===== config.mk =====
export PLATFORM = sky130hd
export DESIGN_NAME = adc_lsb_von_neumann_entropy_core
export DESIGN_NICKNAME = d
export VERILOG_FILES = /design/src/design/avne_pkg.sv /design/src/design/avne_extractor.sv /design/src/design/adc_lsb_von_neumann_entropy_core.sv
export SDC_FILE = /design/constraint.sdc
export NUM_CORES = 1
export LEC_CHECK = 0
export BUFFER_PORTS_ARGS = -buffer_cell sky130_fd_sc_hd__buf_2
export CORE_MARGIN = 4
export CORE_UTILIZATION = 61
export CTS_BUF_LIST = sky130_fd_sc_hd__clkbuf_2
export DETAILED_ROUTE_END_ITERATION = 12
export PLACE_DENSITY = 0.82
export SLEW_MARGIN = 5
export SYNTH_ARGS = -nofsm -noshare
export SYNTH_HDL_FRONTEND = slang
export SYNTH_SLANG_ARGS = --single-unit

===== constraint.sdc =====
create_clock -name clk -period 6.85 [get_ports clk]
set_clock_uncertainty 0.1 [all_clocks]
set_input_delay 0.3425 -clock clk [delete_from_list [all_inputs] [get_ports clk]]
set_output_delay 0.3425 -clock clk [all_outputs]
set_load 0.005 [all_outputs]

===== src/design/avne_pkg.sv =====
`timescale 1ns / 1ps
// Shared types and constants for the ADC LSB entropy core.
// Used by avne_extractor and adc_lsb_von_neumann_entropy_core; no dependencies.
package avne_pkg;

  // Default sizes of the entropy path.
  localparam int POOL_BITS_DEF   = 64;
  localparam int WORD_BITS_DEF   = 32;
  localparam int ENTROPY_BIT_DEF = 6;

  // Fixed port widths.
  localparam int SAMPLE_W = 16;
  localparam int CH_W     = 2;
  localparam int RWORD_W  = 32;

  // Channel codes of the conversion sequence.
  localparam logic [CH_W-1:0] CH_REF   = 2'd0;
  localparam logic [CH_W-1:0] CH_3     = 2'd1;
  localparam logic [CH_W-1:0] CH_4     = 2'd2;
  localparam logic [CH_W-1:0] CH_OTHER = 2'd3;

  // Status of the extractor as seen by the sequencer.
  typedef struct packed {
    logic busy;        // pool walk in progress
    logic word_valid;  // last walk completed a word
  } avne_ext_stat_t;

endpackage


===== src/design/avne_extractor.sv =====
`timescale 1ns / 1ps
// Entropy pool and Von Neumann extractor, walking one bit pair per cycle.
// Depends on avne_pkg.
module avne_extractor import avne_pkg::*; #(
  parameter int POOL_BITS = POOL_BITS_DEF,
  parameter int WORD_BITS = WORD_BITS_DEF
) (
  input  logic                 clk,
  input  logic                 rst_n,
  input  logic                 push_i,
  input  logic                 bit_i,
  output logic                 last_o,
  output avne_ext_stat_t       stat_o,
  output logic [WORD_BITS-1:0] word_o
);

  localparam int PAIRS   = POOL_BITS / 2;
  localparam int FILL_W  = $clog2(POOL_BITS);
  localparam int PCNT_W  = (PAIRS > 1) ? $clog2(PAIRS) : 1;
  localparam int WFILL_W = $clog2(WORD_BITS + 1);

  logic [POOL_BITS-1:0] pool_r, pool_nxt;
  logic [FILL_W-1:0]    fill_r, fill_nxt;
  logic [PCNT_W-1:0]    pcnt_r, pcnt_nxt;
  logic [WORD_BITS-1:0] acc_r, acc_nxt;
  logic [WFILL_W-1:0]   wfill_r, wfill_nxt;
  logic                 busy_r, busy_nxt;
  logic                 wvalid_r, wvalid_nxt;
  logic                 word_done;

  // The next push fills the pool and starts a walk.
  assign last_o = (fill_r == FILL_W'(POOL_BITS - 1));

  // Pool fill on a push, or one pair of the walk per cycle, newest pair first.
  always_comb begin
    pool_nxt   = pool_r;
    fill_nxt   = fill_r;
    pcnt_nxt   = pcnt_r;
    acc_nxt    = acc_r;
    wfill_nxt  = wfill_r;
    busy_nxt   = busy_r;
    wvalid_nxt = wvalid_r;
    word_done  = 1'b0;
    if (busy_r) begin
      pool_nxt = pool_r >> 2;
      pcnt_nxt = pcnt_r + PCNT_W'(1);
      if (pool_r[0] != pool_r[1]) begin
        acc_nxt   = (acc_r << 1) | WORD_BITS'(pool_r[1]);
        wfill_nxt = wfill_r + WFILL_W'(1);
      end
      word_done = (wfill_nxt == WFILL_W'(WORD_BITS));
      if (word_done) begin
        wfill_nxt  = '0;
        wvalid_nxt = 1'b1;
      end
      // The walk ends on a full word or after the last pair; the rest is dropped.
      if (word_done || (pcnt_r == PCNT_W'(PAIRS - 1))) begin
        busy_nxt = 1'b0;
        pool_nxt = '0;
      end
    end else if (push_i) begin
      pool_nxt   = (pool_r << 1) | POOL_BITS'(bit_i);
      wvalid_nxt = 1'b0;
      if (last_o) begin
        fill_nxt = '0;
        busy_nxt = 1'b1;
        pcnt_nxt = '0;
      end else begin
        fill_nxt = fill_r + FILL_W'(1);
      end
    end
  end

  // State registers; the pool and the word start cleared.
  always_ff @(posedge clk) begin
    if (!rst_n) begin
      pool_r   <= '0;
      fill_r   <= '0;
      pcnt_r   <= '0;
      acc_r    <= '0;
      wfill_r  <= '0;
      busy_r   <= 1'b0;
      wvalid_r <= 1'b0;
    end else begin
      pool_r   <= pool_nxt;
      fill_r   <= fill_nxt;
      pcnt_r   <= pcnt_nxt;
      acc_r    <= acc_nxt;
      wfill_r  <= wfill_nxt;
      busy_r   <= busy_nxt;
      wvalid_r <= wvalid_nxt;
    end
  end

  assign stat_o.busy       = busy_r;
  assign stat_o.word_valid = wvalid_r;
  assign word_o            = acc_r;

endmodule


===== src/design/adc_lsb_von_neumann_entropy_core.sv =====
`timescale 1ns / 1ps
// ADC sample sequencer with LSB entropy harvesting; top level.
// A sample that does not fill the pool is presented in the cycle after its transfer.
// A reference sample that fills the pool starts a walk of up to POOL_BITS/2 pairs, one per cycle;
// its result is presented once the walk ends, early if a word completes, and the output is free.
// Throughput: one sample per cycle while the output is not stalled; no sample is taken during a walk.
// Synchronous active-low reset: channel 4 is current, pool and word are empty, no result held.
module adc_lsb_von_neumann_entropy_core import avne_pkg::*; #(
  parameter int POOL_BITS   = POOL_BITS_DEF,
  parameter int WORD_BITS   = WORD_BITS_DEF,
  parameter int ENTROPY_BIT = ENTROPY_BIT_DEF
) (
  input  logic                clk,
  input  logic                rst_n,
  input  logic                in_valid,
  output logic                in_stall,
  input  logic [SAMPLE_W-1:0] in_raw_sample,
  output logic                out_valid,
  input  logic                out_stall,
  output logic [CH_W-1:0]     out_sampled_channel,
  output logic [SAMPLE_W-1:0] out_sample_value,
  output logic [CH_W-1:0]     out_next_channel,
  output logic [RWORD_W-1:0]  out_random_word,
  output logic                out_word_valid
);

  typedef enum logic [1:0] {
    ST_IDLE = 2'b01,
    ST_WALK = 2'b10
  } state_t;

  state_t               state_r, state_nxt;
  logic [CH_W-1:0]      ch_r, ch_nxt;
  logic [CH_W-1:0]      ch_follow;
  logic [SAMPLE_W-1:0]  smp_r, smp_nxt;
  logic                 out_valid_r, out_valid_nxt;
  logic [CH_W-1:0]      sch_r, sch_nxt;
  logic [SAMPLE_W-1:0]  sval_r, sval_nxt;
  logic [CH_W-1:0]      nch_r, nch_nxt;
  logic [RWORD_W-1:0]   rword_r, rword_nxt;
  logic                 wval_r, wval_nxt;
  logic                 out_free;
  logic                 in_xfer;
  logic                 push;
  logic                 ext_last;
  avne_ext_stat_t       ext_stat;
  logic [WORD_BITS-1:0] ext_word;

  // The output slot is free when empty or when its result transfers now.
  assign out_free = !out_valid_r || !out_stall;
  assign in_stall = (state_r != ST_IDLE) || !out_free;
  assign in_xfer  = in_valid && !in_stall;
  assign push     = in_xfer && (ch_r == CH_REF);

  // Round robin: reference, channel 3, channel 4; an unknown channel returns to reference.
  always_comb begin
    case (ch_r)
      CH_REF:  ch_follow = CH_3;
      CH_3:    ch_follow = CH_4;
      CH_4:    ch_follow = CH_REF;
      default: ch_follow = CH_REF;
    endcase
  end

  avne_extractor #(
    .POOL_BITS (POOL_BITS),
    .WORD_BITS (WORD_BITS)
  ) u_ext (
    .clk    (clk),
    .rst_n  (rst_n),
    .push_i (push),
    .bit_i  (in_raw_sample[ENTROPY_BIT]),
    .last_o (ext_last),
    .stat_o (ext_stat),
    .word_o (ext_word)
  );

  // Sequencer and output register.
  always_comb begin
    state_nxt     = state_r;
    ch_nxt        = ch_r;
    smp_nxt       = smp_r;
    out_valid_nxt = out_valid_r && out_stall;
    sch_nxt       = sch_r;
    sval_nxt      = sval_r;
    nch_nxt       = nch_r;
    rword_nxt     = rword_r;
    wval_nxt      = wval_r;
    case (state_r)
      ST_IDLE: begin
        if (in_xfer) begin
          ch_nxt = ch_follow;
          if (push && ext_last) begin
            smp_nxt   = in_raw_sample;
            state_nxt = ST_WALK;
          end else begin
            out_valid_nxt = 1'b1;
            sch_nxt       = ch_r;
            sval_nxt      = (ch_r == CH_OTHER) ? '0 : in_raw_sample;
            nch_nxt       = ch_follow;
            rword_nxt     = RWORD_W'(ext_word);
            wval_nxt      = 1'b0;
          end
        end
      end
      ST_WALK: begin
        if (!ext_stat.busy && out_free) begin
          out_valid_nxt = 1'b1;
          sch_nxt       = CH_REF;
          sval_nxt      = smp_r;
          nch_nxt       = CH_3;
          rword_nxt     = RWORD_W'(ext_word);
          wval_nxt      = ext_stat.word_valid;
          state_nxt     = ST_IDLE;
        end
      end
      default: state_nxt = ST_IDLE;
    endcase
  end

  // Control state is reset; payload registers are not.
  always_ff @(posedge clk) begin
    if (!rst_n) begin
      state_r     <= ST_IDLE;
      ch_r        <= CH_4;
      out_valid_r <= 1'b0;
    end else begin
      state_r     <= state_nxt;
      ch_r        <= ch_nxt;
      out_valid_r <= out_valid_nxt;
    end
  end

  always_ff @(posedge clk) begin
    smp_r   <= smp_nxt;
    sch_r   <= sch_nxt;
    sval_r  <= sval_nxt;
    nch_r   <= nch_nxt;
    rword_r <= rword_nxt;
    wval_r  <= wval_nxt;
  end

  assign out_valid           = out_valid_r;
  assign out_sampled_channel = sch_r;
  assign out_sample_value    = sval_r;
  assign out_next_channel    = nch_r;
  assign out_random_word     = rword_r;
  assign out_word_valid      = wval_r;

  // The extractor only walks while the sequencer waits for it.
  a_busy_in_walk: assert property (@(posedge clk) disable iff (!rst_n)
    ext_stat.busy |-> (state_r == ST_WALK))
    else $error("extractor busy outside of a walk");

  // A sample that fills the pool starts a walk in the next cycle.
  a_walk_starts: assert property (@(posedge clk) disable iff (!rst_n)
    (push && ext_last) |=> ext_stat.busy)
    else $error("full pool did not start a walk");

  // A completed word can only come with a reference sample.
  a_word_on_ref: assert property (@(posedge clk) disable iff (!rst_n)
    (out_valid_r && wval_r) |-> (sch_r == CH_REF))
    else $error("word completed on a non-reference sample");

  // The sequence never reaches the unknown channel code.
  a_no_other: assert property (@(posedge clk) disable iff (!rst_n)
    ch_r != CH_OTHER)
    else $error("channel register holds the unknown code");

endmodule

==> flow_results.org, run 1 <==
** Outcome
- Outcome :: complete, no violations

** Routing
- The detailed router finished its first iteration with around 280 violations.
- For this block, wires on met1 add up to 5522 um.
- Aggregate routed wire length :: between 10,000 and 15,000 um
- Total length of routed met2 wires :: roughly 6200 um
- WL/cell :: 15.31 um
- Using the TritonRoute via totals, the vias-per-cell ratio works out to between 5 and 6.
- The final route contains around 4,800 vias.
- The highest layer touched by signal routing is met4.
- In the detailed route, the total length drawn on met3 is around 740 um.
- Remaining routing DRC violations :: 0
- First drt pass iteration count :: 4
- The count of nets left with antenna violations once routing finished came out at 0.

** GRT
- Global-route wire length before repair :: around 21,000 um
- Global routing used between 15 and 20% of the available tracks across all layers.
- The number of global-route vias before repair is 4,606.
- Number of antenna violations at the first check in global routing :: 1
- For this run the aggregate overflow at the end of global routing stands at 0.
- Pin count of the biggest net entering global routing :: between 60 and 70

** Clock tree
- The clock passes through at most 2 buffers.
- Clock latency on the worst-skew pair :: around 740 ps
- CTS built an H-tree with a depth of 4.
- CTS resizes :: 0
- TritonCTS built the clock tree.
- Clock Root Buffer :: clkbuf_2
- Number of buffers inserted during clock tree synthesis :: 17
- Post-CTS setup buffer count :: 0
- Clock Sinks :: between 150 and 200
- After clock tree synthesis, the clock-pin slew on the worst setup and hold paths is around 240 ps.

** Hold path
- Worst Hold Path Cells :: 2
- Hold Crit Class :: in2reg
- Worst hold start :: in_raw_sample[14]
- For hold timing, the worst endpoint is smp_r[14].

** Final layout
- Count of fill cells added during filler insertion :: just under 800
- Final-stage net count :: roughly 700
- At the end of the flow the core is filled with cells to between 70% and 80%.
- Cells with a size suffix above 1 make up between 10% and 20% of the layout.
- Relative to the synthesized area, the layout overhead comes to 11.54%.

** Synthesis
- After synthesis, the largest family of logic cells by area is compound AO/OA/AOI/OAI gates.
- By area the synthesized netlist is led by dfxtp_1 33%, edfxtp_1 29%, mux2i_1 8.8%.
- Adder and majority gate portion of the synthesized area :: ~1.0%
- Most frequently used cell type in the post-synthesis netlist :: dfxtp_1
- For this run, asynchronously set or reset flops after synthesis account for 0%.
- The synthesized netlist devotes 8.554% of its cell area to simple gates.
- The cell count after synthesis came out at about 600.
- Sequential element share of the synthesized area :: about 62%
- Each instance of the synthesized netlist takes up on average 12.08 um^2.
- Yosys mapped the design onto 42 distinct sky130hd cell types.
- After synthesis, the share of cell area in mux cells is around 8.9%.
- Synthesis inferred 189 register bits.
- The synthesized netlist devotes roughly 15% of its cell area to compound gates.
- The cell area that synthesis handed to floorplanning was roughly 0.0072 mm^2.
- XOR/XNOR Fraction of Synth Area :: roughly 1.7%
- The Yosys step of the flow raised 0 warnings.
- Summed over its instances, the top area cell type makes up around 33% of the synthesized netlist area.
- Synthesis produced a netlist with a net count of roughly 620.
- Commonest cells in the netlist :: 120 x dfxtp_1, 88 x nand2_1, 69 x edfxtp_1
- Number of flops mapped to enable cells by yosys :: 69
- Dominant register cell in the synthesized netlist :: dfxtp_1
- Top cell type by total area after synthesis :: dfxtp_1

** Pwr
- Summed over all cells, the static leakage comes to around 3.3 nW.
- Maximum VDD drop :: 161.6 uV
- Dividing total power by cell area gives a power density of ~220 mW/mm^2.

** Worst setup path
- Launching point of the worst reg2reg path :: state_r[0]
- STA classifies the critical path startpoint as a register.
- Kind of critical path :: reg2reg
- For the worst flop-to-flop path, the logic depth is 7.
- For the worst setup path, the data arrival time is approximately 3500 ps.
- For the worst setup path, the data required time is 7180 ps.
- Minimum setup slack among reg-to-reg paths :: around 3700 ps
- Critical path capture point type :: register
- Worst flop-to-flop path endpoint :: out_random_word[1]
- Maximum fanout count along the critical path :: 53

** Floorplanning
- Initial Utilization :: 62.76%
- Area of the die :: approximately 0.014 mm^2
- Pin placement for this block handled between 70 and 80 I/O pins.
- Count of standard-cell rows :: 39
- In this run the vertical extent of the chip is 116.6 um.
- The core region is around 0.011 mm^2.
- Floorplan die width :: roughly 120 um

** Timing
- The number of hold-slack violations in the final timing report came to 0.
- Setup TNS after final layout :: 0 ps
- Max Clock Freq :: between 300 and 400 MHz
- Unrepaired setup endpoints after global routing :: no
- The worst path needs 3170 ps of the cycle, external delays included.
- Final period util :: a little under half
- For the pin with the worst max-slew slack, the measured transition is ~1300 ps.
- Max transition margin :: roughly an eighth
- Number of pins with negative max-slew slack in the final report :: 0
- Finish-stage setup viols :: 0

** Placement
- At the end of routability-driven placement, the weighted congestion stood at just over 0.8.
- Detailed placement HPWL :: 8103 um
- Count of port buffers added during placement :: between 70 and 80

** Flow run
- Across the run, the number of max-cap violations was 0.
[how the worst max path moves through the flow]
stage,start,end,slack [ps],cells past startpoint
final,state_r[0],out_random_word[1],3680,7
after global placement,state_r[1],out_random_word[2],3890,8
after detailed placement,state_r[0],out_random_word[1],3760,7
after CTS,state_r[0],out_random_word[1],3690,7
after floorplan,u_ext.fill_r[0],out_next_channel[0],880,6
after global routing,state_r[0],out_sample_value[12],3320,7
[registers in the layout (all words and copies together), names as in the netlist]
| register | count |
|---|---|
| u_ext.wvalid_r | 1 |
| u_ext.word_o | 32 |
| out_sampled_channel | 2 |
| out_valid | 1 |
| ch_r | 2 |
| out_next_channel | 2 |
| u_ext.fill_r | 6 |
| u_ext.busy_r | 1 |
| out_random_word | 32 |
| smp_r | 16 |
| out_word_valid | 1 |
| u_ext.pcnt_r | 5 |
| state_r | 2 |
| u_ext.wfill_r | 6 |
| u_ext.pool_r | 64 |
| out_sample_value | 16 |
[repair_timing]
| item | 4_1_cts | 5_1_grt |
|---|---|---|
| hold buffers | 19 | 0 |
| endpoints found under the hold margin | 44 | 0 |
| setup endpoints to repair | 0 | 0 |
[through the flow]
| step | cell area [um^2] | hold WS (ps) | total power [mW] | std cells | setup slack, ps |
|---|---|---|---|---|---|
| floorplan | 7197 | 304.4 | 1.272 | 596 | 878.1 |
| CTS | 8025 | 133.5 | 1.816 | 833 | 3692 |
| global route | 8028 | 112.1 | 1.873 | 834 | 3316 |
| detailed placement | 7619 | 334.7 | 1.308 | 782 | 3756 |
| finish | 8028 | 212.5 | 1.799 | 834 | 3680 |
| global placement | 7619 | 318.0 | 1.305 | 782 | 3893 |
[per-layer routing]
| layer | vias up | GRT usage (%) |
|---|---|---|
| li1 | 2353 | - |
| met1 | 2298 | 24.32 |
| met4 | 0 | 8.104 |
| met5 | - | 0 |
| met2 | 121 | 32.34 |
| met3 | 23 | 5.181 |
[critical path: stages, from the launching register on]
cell and delay (ps):
dfxtp_1 420, ha_1 270, nand2_1 150, nor3_1 550, nand2_1 300, inv_1 610
a211oi_4 80, buf_4 360
[layout make-up]
class / instances / area (um^2) / share of cell area [%]
Tap cell: 143 / 178.9 / 2.229
Clock buffer: 21 / 105.1 / 1.309
Clock inverter: 11 / 111.4 / 1.387
Sequential cell: 189 / 4474 / 55.74
Timing Repair Buffer: 98 / 598.1 / 7.450
Inverter: 8 / 30.03 / 0.3741
Multi-Input combinational cell: 363 / 2527 / 31.48
Antenna cell: 1 / 2.502 / 0.03117
[cell families (layout without fill, tap and decap cells)]
group / Yosys count / count (layout)
other: 0 / 1
AOI/OAI and AO/OA: 144 / 144
muxes: 64 / 64
xor gates and xnor gates: 13 / 13
DFF: 189 / 189
and+or+nand+nor: 136 / 136
adders and majority gates: 6 / 6
buffers and inverters: 44 / 138
[where the power goes]
group	internal, mW	leakage (nW)	switching, mW	total (mW)
registers	1.19	1.64	0.00712	1.19
clock network	0.142	0.131	0.363	0.505
logic	0.0440	1.50	0.0556	0.0996
[cell usage in the layout, fill, tap and decap left out, types with 2 or more instances in the layout]
cell	count
a22o_1	16
and2_1	3
edfxtp_1	69
clkinv_1	3
inv_6	2
dfxtp_1	120
nand3_1	8
clkbuf_2	21
and3_1	4
xnor2_1	4
xor2_1	8
buf_4	5
nor2_1	14
nand2_1	87
o21ai_0	6
clkinv_4	3
o21bai_1	2
and4_1	3
nand4_1	3
a21oi_1	48
o2bb2ai_1	62
or2_2	2
nor3_1	2
buf_2	74
mux2i_1	63
ha_1	6
clkinvlp_4	3
nor2b_1	4
inv_1	6
dlygate4sd3_1	19
No activity file was read; power rests on OpenSTA's default activity.
==> run 2, diff against run 1 <==
--- a/config.mk
+++ b/config.mk
@@ -7,10 +7,10 @@
 export LEC_CHECK = 0
 export BUFFER_PORTS_ARGS = -buffer_cell sky130_fd_sc_hd__buf_2
 export CORE_MARGIN = 4
-export CORE_UTILIZATION = 61
+export CORE_UTILIZATION = 55
 export CTS_BUF_LIST = sky130_fd_sc_hd__clkbuf_2
 export DETAILED_ROUTE_END_ITERATION = 12
-export PLACE_DENSITY = 0.82
+export PLACE_DENSITY = 0.78
 export SLEW_MARGIN = 5
 export SYNTH_ARGS = -nofsm -noshare
 export SYNTH_HDL_FRONTEND = slang
==> constraint.sdc (replaced) <==
create_clock -name clk -period 2.6 [get_ports clk]
set_clock_uncertainty 0.1 [all_clocks]
set_input_delay 0.13 -clock clk [delete_from_list [all_inputs] [get_ports clk]]
set_output_delay 0.13 -clock clk [all_outputs]
set_load 0.005 [all_outputs]
==> run 2 against run 1 <==
Compared with the run above:
- power rose to 2.6 times the previous value
- sequential power rose to 2.6 times the previous value
- via count rose by 0.60%
- non-clock buffer count is 26 higher
- largest power group unchanged
- setup slack got worse by 3400 ps
- register-to-register slack worse by 3400 ps
- largest cell class unchanged
==> flow_results.org, run 2 (same netlist as run 1, synthesis figures left out) <==
** Outcome
- Outcome :: complete, no violations

** Placement
- Detailed placement HPWL :: slightly above 8000 um
- Final estimated routing congestion in global placement :: roughly 0.8
- Count of port buffers added during placement :: between 70 and 80
- Cells after DPL :: between 800 and 900
- Area of placed instances :: roughly 0.0078 mm^2
- Setup Slack @ Placement :: roughly 360 ps

** Clock tree
- Clock Root Buffer :: clkbuf_2
- Max Buffers Root-to-Sink :: 2
- The H-tree was split into 4 levels.
- Clock transition at path regs :: 240 ps
- Clock Sinks :: about 190
- Buffers inserted during clock tree synthesis total 17.
- TritonCTS built the clock tree.
- The clock reaches the later pin of the worst-skew pair after 730 ps.
- CTS resizes :: 0

** Worst setup path
- The signal on the critical path passes through inv_1 -> ha_1 -> nand2_1 -> nor3_2 -> nand2_4 -> clkinvlp_4 -> a211oi_4 -> buf_12.
- WP buf/inv :: 3
- STA puts the critical path data arrival time at about 2700 ps.
- At the worst endpoint, the required time is roughly 2900 ps.
- In this run the worst path has a maximum fanout of 47.
- Setup slack on the worst reg-to-reg path comes out at approximately 260 ps.
- The critical path in this run is classified as reg2reg.
- Startpoint type of the worst setup path :: register
- Among cell families on the critical path, the largest total delay comes from buffers and inverters.
- In this design, the stage delay of the slowest critical-path cell is 430 ps.
- The worst setup path is captured at a register.
- Slowest CP cell :: dfxtp_1

** Routing
- Vias after detailed routing :: between 4,000 and 5,000
- Aggregate routed wire length :: 12,910 um
- Remaining routing DRC violations :: 0
- Post-route ant nets :: 0
- Dividing the detail-routed via count by the number of cells gives 5.420.
- First drt pass iteration count :: 4
- The detailed router finished its first iteration with roughly 390 violations.
- After detailed routing, the average wire length per cell comes to ~15 um.

** Floorplanning
- Total core area :: around 0.013 mm^2
- Area of the die :: 0.01498 mm^2
- Floorplan die width :: ~120 um
- Measured along the y axis, the die boundary spans 122.4 um.
- For this configuration, the core starts out at a cell density of between 50% and 60%.
- For this design the top-level I/O count stands at 75.
- Row generation in the floorplan step produced between 40 and 50 rows.

** GRT
- Number of antenna violations at the first check in global routing :: 1
- Global routing consumed, over all layers together, ~18% of the routing resources.
- GRT Residual Overflow :: 0
- The number of global-route vias before repair was around 4,600.
- The first global-routing pass estimated around 21,000 um of wire.
- Pin count of the biggest net entering global routing :: 64

** Final layout
- Proportion of layout cells with a drive suffix above 1 :: a little under a fifth
- Leading cell type in the layout, fill and taps excluded :: dfxtp_1
- Counting the fill cells in the layout gives between 900 and 1,000.
- Most frequent cells in the layout :: 119 x dfxtp_1, 86 x nand2_1, 74 x buf_2, 69 x edfxtp_1, 63 x mux2i_1
- Layout Area Growth over Synthesis :: 16.01%
- Summing all flip-flop and latch instances after layout gives 0.004476 mm^2.
- Final-stage net count :: 729
- Multi-input gate area :: 0.002552 mm^2
- Largest Register :: u_ext.pool_r
- The finished cells cover ~0.0083 mm^2.
- Largest register FFs :: 64
- For this run, the share of the core covered by cells in the final layout is 65.63%.
- Leaving out filler cells and counting taps, the final layout contains 890.

** Pwr
- Maximum VDD drop :: 297.4 uV
- The design draws between 4 and 5 mW.
- In this run the static leakage power is roughly 3.4 nW.
- In this run the power density over the cells is about 560 mW/mm^2.

** Timing
- Final period util :: about nine tenths
- The worst path meets setup with 264.5 ps of slack.
- Final worst hold slack :: ~110 ps
- Timing would allow up to between 400 and 500 MHz.
- Setup violations remaining at the end of the flow were counted as 0.
- Final critical-path required period :: 2335 ps
- Unrepaired setup endpoints after global routing :: no
- Slew of the pin with the lowest slew margin :: between 1000 and 1500 ps
- Setup TNS after final layout :: 0 ps
- The number of hold-slack violations in the final timing report came to 0.
- Max transition margin :: between 20 and 25%
- The number of max-slew violations in the final report was 0.

** Hold path
- The path class of the tightest hold or removal check is in2reg.

** Flow run
- Across the run, the number of max-cap violations was 0.
==> run 2: changes by cell type in the layout (fill, tap and decap cells not counted), moves of 2 or more <==
| cell | change |
|---|---|
| and3_1 | -2 |
| dlygate4sd3_1 | +17 |
| clkinvlp_4 | +3 |
| buf_4 | +6 |
| and3_4 | +2 |
| buf_12 | +3 |
==> run 2: per-layer routing <==
layer	track usage [%]	share of wire [%]	vias to the layer above
met5	0	0	-
met4	6.368	1.4	0
met3	4.286	4.5	15
met2	30.06	50	109
met1	21.99	45	2283
li1	-	-	2417
==> run 2: repair_timing <==
action | CTS | global route
setup buffers | 0 | 0
hold buffers | 35 | 1
endpoints found under the hold margin | 116 | 1
==> run 2: worst reg2reg max path, cell delays in order (launching register included) <==
cell and delay, ps:
dfxtp_1 430, inv_1 60, ha_1 260, nand2_1 180, nor3_2 110, nand2_4 120, clkinvlp_4 190, a211oi_4 260
buf_12 280
==> run 2: power by group <==
part	total (mW)	switching, mW	internal, mW
Combinational	0.292	0.151	0.141
Sequential	3.15	0.0195	3.13
Clock	1.24	0.965	0.274
==> run 2: area by class of cell <==
type                       count  area share [%]
antenna                        2         0.05994
multi-input combinational    363           30.57
tap                          172           2.578
timing repair buffer         124           10.46
inverter                       8          0.4046
clock buffer                  21           1.259
clock inverter                11           1.064
sequential                   189           53.60
==> run 2: final timing paths <==
path / from / to / cells after the start
hold reg to reg: u_ext.word_o[5] / out_random_word[5] / 0
setup reg to reg: state_r[1] / out_random_word[1] / 8
hold / removal: rst_n / state_r[0] / 3
setup / recovery: state_r[1] / out_random_word[1] / 8
==> run 3, diff against run 2 <==
--- a/config.mk
+++ b/config.mk
@@ -8,7 +8,7 @@
 export BUFFER_PORTS_ARGS = -buffer_cell sky130_fd_sc_hd__buf_2
 export CORE_MARGIN = 4
 export CORE_UTILIZATION = 55
-export CTS_BUF_LIST = sky130_fd_sc_hd__clkbuf_2
+export CTS_BUF_LIST = sky130_fd_sc_hd__clkbuf_8
 export DETAILED_ROUTE_END_ITERATION = 12
 export PLACE_DENSITY = 0.78
 export SLEW_MARGIN = 5
==> run 3 against run 2 <==
Compared with the run above:
- fmax is 1.7% higher
- final area is 0.49% lower
- core utilization is 0.32 points lower
- worst hold slack better by 12 ps
==> flow_results.org, run 3 (same netlist as run 1, synthesis figures left out) <==
** GRT
- GRT Residual Overflow :: 0
- Number of global-route vias before repair :: around 4,400
- Entering global routing, the biggest net connects 64 pins.
- All-layer global routing usage :: ~17%
- Number of antenna violations at the first check in global routing :: 0
- The first global-routing pass estimated approximately 21,000 um of wire.

** Clock tree
- Gates resized during post-CTS repair numbered 0.
- Clock latency on the worst-skew pair :: between 400 and 500 ps
- TritonCTS built the clock tree.
- CTS built an H-tree with a depth of 4.
- Clock Sinks :: between 150 and 200
- Buffers inserted during clock tree synthesis total 17.
- Max Buffers Root-to-Sink :: 2
- Clock Root Buffer :: clkbuf_8
- Clock transition at path regs :: 90 ps

** Routing
- Vias after detailed routing :: roughly 4,700
- First-iteration detailed-routing DRC count :: approximately 350
- In the final routed layout, each cell accounts on average for around 14 um.
- Via-to-Cell Ratio :: between 5 and 6
- First drt pass iteration count :: 4
- In this run the remaining antenna-violating nets after routing total 0.
- Remaining routing DRC violations :: 0
- Aggregate routed wire length :: between 10,000 and 15,000 um

** Floorplanning
- 75 I/O pins were placed.
- The die is ~120 um wide.
- The floorplan step defined a core boundary enclosing about 0.013 mm^2.
- Initial Utilization :: a little under three fifths
- Area of the die :: approximately 0.015 mm^2
- After floorplanning, the core was divided into slightly above 40 placement rows.
- Measured along the y axis, the die boundary spans ~120 um.

** Timing
- At the pin with the least slew margin, the transition time is 1206 ps.
- Unrepaired setup endpoints after global routing :: no
- Setup violations remaining at the end of the flow were counted as 0.
- The number of max-slew violations in the final report came to 0.
- Final critical-path required period :: about 2300 ps
- Hold violation total from the final report :: 0
- In the finished design, the share of the clock period the worst path needs comes to 88.37%.
- Hold is met by 119.2 ps.
- Timing would allow up to roughly 440 MHz.
- Max transition margin :: between 10% and 20%
- Once routing completed, OpenROAD measured the worst setup slack at 302.5 ps.

** Outcome
- The flow ran to the end, and the final reports show no timing, DRC or antenna violations.

** Final layout
- In the final layout, the share of cells above drive strength 1 is a little under a fifth.
- Leading cell type in the layout, fill and taps excluded :: dfxtp_1
- Largest register FFs :: 64
- Summing all flip-flop and latch instances after layout gives between 0.004 and 0.005 mm^2.
- Layout Area Growth over Synthesis :: 15.44%
- Count of fill cells added during filler insertion :: between 900 and 1,000
- Final antenna diode count :: 0
- The register with the most flip-flops in the final layout is u_ext.pool_r.
- Multi-input gate area :: ~0.0026 mm^2
- Most frequent cells in the layout :: 119 x dfxtp_1, 86 x nand2_1, 74 x buf_2, 69 x edfxtp_1, 63 x mux2i_1
- Non-filler instance count after layout :: 870
- At the end of the flow, the number of nets in the layout was a little over 700.
- Post-Route Utilization :: around two thirds

** Pwr
- The clock network accounts for roughly a third of the total power.
- Switching fraction of total power :: a little under a quarter
- Final total power :: about 5 mW
- Of the total power, registers draw between 60 and 70%.
- Summed over all cells, the static leakage comes to roughly 3.4 nW.
- Maximum VDD drop :: 262.4 uV
- Power density over the cells :: slightly above 600 mW/mm^2
- Summed over all nets, the switching power comes to around 1.2 mW.
- Internal power :: 3.897 mW
- Per report_power, the combinational group accounts for 5.3% of the total.

** Flow run
- Max-cap viol count :: 0

** Worst setup path
- Minimum setup slack among reg-to-reg paths :: roughly 300 ps
- Cell-by-cell trace of the critical path :: inv_1 -> ha_1 -> nand2_1 -> nor3_2 -> nand2_4 -> clkinvlp_4 -> a211oi_4 -> buf_12
- Kind of critical path :: reg2reg
- Data on the critical path is required at its endpoint by around 2600 ps.
- Critical path capture point type :: register
- Of all nets on the critical path, the largest fanout is between 40 and 50.
- Startpoint type of the worst setup path :: register
- CP arrival :: ~2300 ps
- On the critical path, the stage with the largest delay is an instance of dfxtp_1.
- For this run, the slowest stage of the critical path takes roughly 370 ps.

** Placement
- Setup Slack @ Placement :: around 360 ps
- Counting tap cells, the placed design contains a total of just over 800 instances.
- Count of port buffers added during placement :: 74
- Final estimated routing congestion in global placement :: 0.7992
- Detailed placement HPWL :: 8056 um

** Hold path
- The tightest min-delay check is of the in2reg type.
[run 3: critical path, delay by kind of cell, from the launching register on]
family,cells,cell delay [ps]
fa+ha+maj,1,270
simple gates,3,410
buf+inv,3,540
flops,1,370
compound gates,1,260
[run 3: final timing paths]
path,startpoint,end,depth (start not counted)
worst min-delay path,out_stall,out_valid,5
worst max-delay path,state_r[1],out_random_word[1],8
worst max register to register,state_r[1],out_random_word[1],8
worst min register to register,u_ext.word_o[31],out_random_word[31],0
[run 3: power by group through the flow]
stage,clock network [mW],registers (mW),logic [mW]
final,1.66,3.14,0.269
after global routing,1.83,3.14,0.293
after CTS,1.69,3.14,0.271
after detailed placement,0,3.21,0.249
after global placement,0,3.21,0.244
after floorplan,0,3.21,0.137
[run 3: repair_timing]
item                      in CTS  in global routing
setup buffers                  0                  0
hold endpoints to repair      40                  0
hold buffers                  18                  0
[run 3: layout make-up]
| cell class | count | share of cell area, % |
|---|---|---|
| Sequential cell | 189 | 53.87 |
| Clock buffer | 17 | 2.816 |
| Tap cell | 172 | 2.590 |
| Timing Repair Buffer | 106 | 8.343 |
| Inverter | 8 | 0.4066 |
| Clock inverter | 15 | 1.250 |
| Multi-Input combinational cell | 363 | 30.72 |
[run 3: per-layer routing]
metal / track usage (%) / vias to the layer above / routed length [um]
li1: - / 2367 / -
met1: 21.85 / 2227 / 5731
met2: 28.34 / 108 / 6034
met3: 4.700 / 14 / 625
met4: 6.438 / 0 / 168
met5: 0 / - / 0
[run 3: metrics by stage]
| step | setup TNS, ps | area [um^2] |
|---|---|---|
| final | 0 | 8308 |
| after global routing | 0 | 8308 |
| after CTS | 0 | 8308 |
| after detailed placement | 0 | 7790 |
| after global placement | 0 | 7790 |
| after floorplan | -31290 | 7239 |
